--- src/hw/rtl/swqz_pkg.sv ---
// ----------------------------------------------------------------------------
// swqz_pkg
// Shared types and constants of the sliding window quantile zoner.
// ----------------------------------------------------------------------------
`default_nettype none

package swqz_pkg;

  localparam int unsigned PRICE_W   = 20;  // price field width
  localparam int unsigned CNT_W     = 11;  // histogram bin counter width
  localparam int unsigned PCT_W     = 7;   // percent register width
  localparam int unsigned WL_W      = 11;  // window length register width
  localparam int unsigned MIN_W     = 6;   // minute field width
  localparam int unsigned ZONE_W    = 3;   // zone code width
  localparam int unsigned CFG_IDX_W = 3;
  localparam int unsigned NUM_LVL   = 5;

  localparam logic [CNT_W-1:0] CNT_MAX = {CNT_W{1'b1}};

  typedef enum logic [CFG_IDX_W-1:0] {
    CFG_WINDOW_LENGTH = 3'd0,
    CFG_PRICE_BASE    = 3'd1,
    CFG_FLOOR_PCT     = 3'd2,
    CFG_LOW_PCT       = 3'd3,
    CFG_MID_PCT       = 3'd4,
    CFG_HIGH_PCT      = 3'd5,
    CFG_CEILING_PCT   = 3'd6
  } cfg_idx_e;

  typedef enum logic [ZONE_W-1:0] {
    ZONE_UNKNOWN  = 3'd0,
    ZONE_EXTREME  = 3'd1,
    ZONE_VERY_LOW = 3'd2,
    ZONE_LOW      = 3'd3,
    ZONE_NORMAL   = 3'd4,
    ZONE_HIGH     = 3'd5
  } zone_e;

  typedef enum logic [3:0] {
    ST_CLR,
    ST_IDLE,
    ST_FILL,
    ST_FILL_WR,
    ST_EVICT_RD,
    ST_EVICT_WR,
    ST_INC_RD,
    ST_INC_WR,
    ST_SCAN,
    ST_RESP
  } state_e;

  // level update from the scan unit
  typedef struct packed {
    logic               we;
    logic [2:0]         idx;
    logic [PRICE_W-1:0] value;
  } lvl_wr_t;

  // scan unit completion status
  typedef struct packed {
    logic done;
    logic err;
  } scan_stat_t;

endpackage

`default_nettype wire

--- src/hw/rtl/swqz_scan.sv ---
// ----------------------------------------------------------------------------
// swqz_scan
// Streams the histogram from bin zero upward and finds the five zone levels.
// ----------------------------------------------------------------------------
`default_nettype none

module swqz_scan #(
  parameter int unsigned PRICE_BINS = 1024,
  parameter int unsigned LEN_W      = 11
) (
  input  wire logic                             clk_i,
  input  wire logic                             rst_ni,
  input  wire logic                             start_i,
  input  wire logic [LEN_W-1:0]                 len_i,
  input  wire logic [swqz_pkg::PCT_W-1:0]       pct_i [swqz_pkg::NUM_LVL],
  input  wire logic [swqz_pkg::PRICE_W-1:0]     base_i,
  output logic      [$clog2(PRICE_BINS)-1:0]    raddr_o,
  input  wire logic [swqz_pkg::CNT_W-1:0]       rdata_i,
  output swqz_pkg::lvl_wr_t                     lvl_wr_o,
  output swqz_pkg::scan_stat_t                  stat_o
);
  import swqz_pkg::*;

  localparam int unsigned BIN_W  = $clog2(PRICE_BINS);
  localparam int unsigned NEED_W = PCT_W + LEN_W;
  localparam int unsigned SUM_W  = CNT_W + PCT_W + BIN_W + 1;
  localparam int unsigned ACC_W  = (SUM_W > NEED_W) ? SUM_W : NEED_W;
  localparam logic [BIN_W:0]   BINS     = (BIN_W+1)'(PRICE_BINS);
  localparam logic [BIN_W-1:0] LAST_BIN = BIN_W'(PRICE_BINS - 1);

  logic              busy_q;
  logic [BIN_W:0]    iss_q;
  logic              vld_q;
  logic [BIN_W-1:0]  here_q;
  logic [2:0]        seg_q;
  logic [ACC_W-1:0]  sum_q;
  logic [ACC_W-1:0]  need_q;
  logic [ACC_W-1:0]  acc;
  logic              hit;
  logic [PRICE_W:0]  lvl_sum;
  logic [PCT_W-1:0]  pct_next;

  assign raddr_o  = iss_q[BIN_W-1:0];
  assign acc      = sum_q + ACC_W'(rdata_i) * ACC_W'(7'd100);
  assign hit      = busy_q && vld_q && (acc >= need_q);
  assign lvl_sum  = {1'b0, base_i} + (PRICE_W+1)'(here_q);
  assign pct_next = (seg_q < 3'd4) ? pct_i[seg_q + 3'd1] : pct_i[0];

  always_comb begin
    lvl_wr_o.we    = hit;
    lvl_wr_o.idx   = seg_q;
    lvl_wr_o.value = lvl_sum[PRICE_W] ? {PRICE_W{1'b1}} : lvl_sum[PRICE_W-1:0];
  end

  always_ff @(posedge clk_i or negedge rst_ni) begin
    if (!rst_ni) begin
      busy_q      <= 1'b0;
      vld_q       <= 1'b0;
      iss_q       <= '0;
      stat_o.done <= 1'b0;
      stat_o.err  <= 1'b0;
    end else begin
      stat_o.done <= 1'b0;
      if (start_i) begin
        busy_q     <= 1'b1;
        vld_q      <= 1'b0;
        iss_q      <= '0;
        stat_o.err <= 1'b0;
      end else if (busy_q) begin
        vld_q <= (iss_q < BINS);
        if (iss_q < BINS) begin
          iss_q <= iss_q + 1'b1;
        end
        if (vld_q) begin
          if (hit && seg_q == 3'd4) begin
            busy_q      <= 1'b0;
            stat_o.done <= 1'b1;
          end else if (here_q == LAST_BIN) begin
            // segment still open at the last bin: no level
            busy_q      <= 1'b0;
            stat_o.done <= 1'b1;
            stat_o.err  <= 1'b1;
          end
        end
      end
    end
  end

  always_ff @(posedge clk_i) begin
    if (start_i) begin
      seg_q  <= '0;
      sum_q  <= '0;
      need_q <= ACC_W'(pct_i[0]) * ACC_W'(len_i);
    end else if (busy_q) begin
      if (iss_q < BINS) begin
        here_q <= iss_q[BIN_W-1:0];
      end
      if (hit) begin
        seg_q  <= seg_q + 3'd1;
        sum_q  <= '0;
        need_q <= ACC_W'(pct_next) * ACC_W'(len_i);
      end else if (vld_q) begin
        sum_q <= acc;
      end
    end
  end

endmodule

`default_nettype wire

--- config.mk ---
export PLATFORM = sky130hd
export DESIGN_NAME = swqz_scan
export DESIGN_NICKNAME = d
export VERILOG_FILES = /design/src/hw/rtl/swqz_pkg.sv /design/src/hw/rtl/swqz_scan.sv
export SDC_FILE = /design/constraint.sdc
export NUM_CORES = 1
export LEC_CHECK = 0
export BUFFER_PORTS_ARGS = -buffer_cell sky130_fd_sc_hd__buf_2
export CAP_MARGIN = 20
export CORE_MARGIN = 2
export CORE_UTILIZATION = 50
export DETAILED_ROUTE_END_ITERATION = 12
export PLACE_DENSITY = 0.71
export SYNTH_ARGS = -nofsm -noshare
export SYNTH_HDL_FRONTEND = slang
export SYNTH_SLANG_ARGS = --single-unit
export TNS_END_PERCENT = 50
--- constraint.sdc ---
create_clock -name clk_i -period 8.25 [get_ports clk_i]
set_input_delay 0.4125 -clock clk_i [delete_from_list [all_inputs] [get_ports clk_i]]
set_output_delay 0.4125 -clock clk_i [all_outputs]
set_load 0.005 [all_outputs]
==> results of run 1 <==
-- repair_timing --
action / 4_1_cts / 5_1_grt
endpoints found under the hold margin: 15 / 0
buffers inserted: 0 / 0
hold buffers: 1 / 0
-- metal layers --
layer	wire, microns	part of all wire
met1	11600	0.46
met3	1040	0.041
met4	455	0.018
met5	0	0
met2	12100	0.48
-- area by class of cell --
class | instances | share of cell area
Multi-Input combinational cell | 1010 | 0.692
Sequential cell | 73 | 0.150
Timing Repair Buffer | 120 | 0.0508
Inverter | 164 | 0.0508
Tap cell | 280 | 0.0289
Clock buffer | 9 | 0.0186
Clock inverter | 7 | 0.00898
-- Yosys cell counts, types with 9 or more instances --
| library cell | count |
|---|---|
| and2_1 | 55 |
| a31oi_1 | 11 |
| buf_4 | 12 |
| fa_1 | 96 |
| o21bai_1 | 9 |
| o21a_1 | 13 |
| nor2_1 | 75 |
| edfxtp_1 | 28 |
| nand2b_1 | 9 |
| inv_1 | 164 |
| a21oi_2 | 10 |
| xnor2_1 | 39 |
| ha_1 | 154 |
| a21o_1 | 18 |
| clkbuf_1 | 40 |
| o21ai_0 | 40 |
| xor2_1 | 31 |
| nand3_1 | 21 |
| dfrtp_1 | 15 |
| nor3_1 | 16 |
| nand4_1 | 15 |
| dfxtp_1 | 30 |
| a211oi_1 | 16 |
| a21oi_1 | 56 |
| and3_1 | 12 |
| nand2_1 | 202 |
-- registers in the layout (all words and copies together) (netlist names) --
signal  flops
sum_q      27
seg_q       3
stat_o      2
need_q     18
iss_q      11
busy_q      1
here_q     10
vld_q       1
-- how the worst max path moves through the flow --
stage,start,to,depth (start not counted)
4_1_cts,rdata_i[2],lvl_wr_o[23],30
3_3_place_gp,rdata_i[2],need_q[2],28
3_5_place_dp,rdata_i[2],sum_q[4],29
2_1_floorplan,seg_q[0],need_q[17],26
6_report,rdata_i[2],lvl_wr_o[23],30
5_1_grt,rdata_i[2],lvl_wr_o[23],30
-- kinds of logic (layout without fill, tap and decap cells) --
family,after synthesis,after routing,synth area share
XOR/XNOR,70,70,0.0551
AO/OA/AOI/OAI,236,236,0.145
multiplexers,19,19,0.0255
flip-flops,73,73,0.163
AND/OR/NAND/NOR,435,435,0.182
buffers and inverters,227,300,0.0832
adder cells (fa/ha/maj),250,250,0.346
-- worst reg2reg max path, cell delays in order (launching register included) --
cell	delay (ps)
dfxtp_1	380
inv_1	70
ha_1	640
mux4_2	580
a22oi_1	150
nand2_1	310
and2_1	300
fa_1	530
inv_1	50
fa_1	470
fa_1	550
inv_1	50
fa_1	470
ha_1	360
o21ai_0	120
o21bai_1	100
a21oi_1	220
o21ba_2	170
o21ai_0	140
o41ai_1	410
o21ai_0	200
xnor2_1	180
mux2i_1	100
-- power breakdown --
| group | internal [mW] | leakage [nW] | switching [mW] |
|---|---|---|---|
| registers | 0.559 | 0.726 | 0.0380 |
| logic | 1.99 | 5.22 | 2.56 |
| clock network | 0.272 | 0.164 | 0.167 |
| total | 2.82 | 6.12 | 2.77 |
==> impl_metrics.toml, run 1 <==
[setup_path]
cp.arrival_ps = 6690
crit_type = "input pin to primary output"
worst_path_most_repeated_cell = "ha_1"
path_buf_inv = 2
regToRegStartpoint = "seg_q[1]"
crit_slowest_cell = "fa_1"
cp_max_fo = 10
end_kind = "primary output"
rr_worst_depth = 22
required_ps = 7840
slowest_delay_ps = 470
cp-start-kind = "input pin"
timing.rr.end = "need_q[16]"
path_delay_family = "adder cells"
reg2reg_slack_ps = 1440

[yosys]
synth_top_cell_area_share = 0.173
synth-edff-count = 28
yosysWarnings = 0
yosysSeqAreaShare = 0.163
async_flop_share = 0.205
synth_cell_type_count = 75
yosys.area.top_type = "ha_1"
ys_seq_elements = 73
synthesis.area_sq_um = 11100
ys_top_cells_by_area = "ha_1 17%, fa_1 17%, edfxtp_1 7.6%"
synthCells = 1310
synth_nets = 1640
syn_area_per_cell_sq_um = 8.49
synthFlopType = "dfxtp_1"

[min_path]
hp-class = "flip-flop to flip-flop"
min_path_cells = 2
holdPathEnd = "sum_q[10]"
min_from = "sum_q[10]"

[timing]
period_minus_slack_ps = 7110
final.setup.worst_slack_ps = 1140
final_hold_viol_count = 0
fmax_mhz = 141
setup-violations-final = 0
worst_pin_slew_ps = 1000
hold_ws_ps = 470
skew_ps = 4.22
drv_slew = 0
maxSlewHeadroom = 0.330
tns_ps = 0
rsz0062_at_grt = "no"
min_period_over_period = 0.861

[clocking]
cts_tree = "done"
cts_buffers = 9
cts_buffer_depth = 2
ctsResizeCount = 0
clock_latency_ps = 340
root_buffer = "clkbuf_16"
cts_sinks = 73
clkTransAtPathRegs_ps = 60
cts_max_level = 3

[global_route]
grt_max_degree = 49
grt_usage = 0.215
overflow = 0
top_usage_layer = "met2"
grtUsageMet1 = 0.299
met2_usage = 0.360
grt_pass1_vias = 8874
grt_util_met3 = 0.0181
antenna_found_initial = 0
grt_pass1_wl_microns = 42100

[place]
gp_congestion = 0.863
placed_cells = 1646
placed_area_sq_um = 11800
port_buffers = 115
dp_slack_ps = 1130
place_hpwl_microns = 20200

[routing]
totalWireLength_microns = 25200
first_pass_iters = 5
via_count = 9145
ant_nets = 0
drt_first_iter_violations = 457
avgViaCountPerCell = 5.50
wl_per_cell_microns = 15.1
drc = 0

[layout]
multiInputGateArea_sq_um = 8390
fin_cells = 1663
design_area_sq_um = 12100
drive_above_1_share = 0.127
final_cell_mix = "202 x nand2_1, 164 x inv_1, 154 x ha_1"
final_util = 0.555
final-seq-area_sq_um = 1820
diodes = 0
nets = 1708
layout-area-overhead-vs-synth_pct = 8.89
mostFrequentLayoutCell = "nand2_1"
nFillCells = 1975

[run_status]
status = "complete, no violations"

[floorplanning]
dieArea_sq_um = 23500
rows = 54
start_util = 0.510
io_pins = 116
coreArea_sq_um = 21800
die_h_microns = 153
die_w_microns = 153

[power_and_ir_drop]
ir_worst_vdd_uv = 349
p_leak_nw = 6.12
power_density_nw_per_um2 = 461
power.total_mw = 5.59

[job]
max_cap_violations = 0
Note: power is estimated with default switching activity, not from simulation.
==> run 2: changes to the inputs <==
- CORE_UTILIZATION: 50 -> 61
- PLACE_DENSITY: 0.71 -> 0.84
==> run 2 against run 1 <==
Effect of this change:
- register-to-register slack got worse by 290 ps
- total power rose by 0.90%
- routed wire length rose by 3.8%
- sequential power rose by 0.7%
- utilization rose by 12 points
- highest routed layer unchanged
==> impl_metrics.toml, run 2 (synthesis gave the netlist of run 1 again) <==
[layout]
mostFrequentLayoutCell = "nand2_1"
fin_cells = 1612
largestRegisters = "sum_q: 27 flops, need_q: 18 flops, iss_q: 11 flops"
nets = 1708
final_cell_mix = "202 x nand2_1, 164 x inv_1, 154 x ha_1"
design_area_sq_um = 12000
layout-area-overhead-vs-synth_pct = 8.10
drive_above_1_share = 0.127
largest_reg_flops = 27
diodes = 0
registers.top_by_ff_count = "sum_q"

[routing]
wl_per_cell_microns = 16.2
drt_first_iter_violations = 772
met2_length_microns = 13100
drc = 0
wl_met1_microns = 11000
avgViaCountPerCell = 5.91
via_count = 9534
totalWireLength_microns = 26200
first_pass_iters = 6
ant_nets = 0
highest_layer = "met4"
wl_met3_microns = 1480

[setup_path]
crit_type = "input pin to primary output"
required_ps = 7840
rr_worst_depth = 22
crit_slowest_cell = "fa_1"
cp.arrival_ps = 6760
timing.rr.end = "need_q[17]"
slowest_delay_ps = 470
end_kind = "primary output"
cp_max_fo = 10
cp-start-kind = "input pin"
reg2reg_slack_ps = 1150
regToRegStartpoint = "seg_q[0]"

[timing]
fmax_mhz = 139
maxSlewHeadroom = 0.362
drv_slew = 0
setup-violations-final = 0
worst_pin_slew_ps = 955
final_hold_viol_count = 0
tns_ps = 0
rsz0062_at_grt = "no"
period_minus_slack_ps = 7170
min_period_over_period = 0.870
skew_ps = 7.51

[clocking]
clock_latency_ps = 340
cts_buffer_depth = 2
cts_sinks = 73
cts_tree = "done"
cts_buffers = 9
root_buffer = "clkbuf_16"
clkTransAtPathRegs_ps = 60
cts_max_level = 3
ctsResizeCount = 0

[min_path]
holdPathEnd = "sum_q[11]"
hp-class = "flip-flop to flip-flop"
min_from = "sum_q[11]"
min_path_cells = 2

[place]
gp_congestion = 0.981
placed_cells = 1595
placed_area_sq_um = 11700
port_buffers = 115
place_hpwl_microns = 20600

[floorplanning]
coreArea_sq_um = 17900
die_h_microns = 139
start_util = 0.622
io_pins = 116
dieArea_sq_um = 19300
rows = 49
die_w_microns = 139

[global_route]
grt_pass1_wl_microns = 43900
antenna_found_initial = 0
overflow = 0
grt_pass1_vias = 9401
grt_max_degree = 49
grt_usage = 0.271

[run_status]
status = "complete, no violations"

[power_and_ir_drop]
ir_worst_vdd_uv = 288
p_leak_nw = 6.10
power_density_nw_per_um2 = 469

[job]
max_cap_violations = 0
run 2: through the flow:
stage	total power [mW]	util	hold WS [ps]	setup WS [ps]
floorplan	4.27	-	117	1430
global placement	4.97	0.654	327	1430
detailed placement	5.15	0.654	330	1140
CTS	5.60	0.672	464	1120
global route	6.29	0.672	487	620
finish	5.64	0.672	460	1080
run 2: worst max-delay path, delay by kind of cell:
family | cells | cell delay [ps]
and+or+nand+nor | 12 | 2050
adders and majority gates | 6 | 2030
AOI/OAI and AO/OA | 8 | 1670
buffers and inverters | 2 | 290
xor gates and xnor gates | 2 | 290
run 2: per-layer routing:
layer / global-route usage / up-vias
li1: - / 4550
met1: 0.356 / 4599
met2: 0.480 / 324
met3: 0.0224 / 61
met4: 0.0829 / 0
met5: 0 / -
run 2: final cells by class:
| type | instances | area [sq um] |
|---|---|---|
| clock buffers | 9 | 225 |
| clock inverters | 7 | 83.8 |
| fillers | 1476 | 5870 |
| inverters | 164 | 616 |
| multi-input cells | 1010 | 8390 |
| flip-flops and latches | 73 | 1820 |
| well taps | 229 | 287 |
| repair buffers | 120 | 616 |
run 2: worst max path at each step:
stage	slack [ps]	to	startpoint
after floorplan	1430	need_q[17]	seg_q[0]
final	1080	lvl_wr_o[23]	rdata_i[2]
after detailed placement	1140	lvl_wr_o[23]	rdata_i[2]
after global placement	1430	need_q[3]	rdata_i[2]
after global routing	620	lvl_wr_o[23]	rdata_i[2]
after CTS	1120	lvl_wr_o[23]	rdata_i[2]
run 2: timing repair:
item                      in CTS  in global routing
hold endpoints to repair      15                  0
setup buffers                  0                  0
hold buffers                   1                  0
run 2: power by group:
part           internal, mW  switching (mW)  total, mW  leakage [nW]
Sequential            0.560          0.0410      0.601         0.726
Clock                 0.240           0.165      0.405         0.149
Combinational          1.99            2.64       4.63          5.22
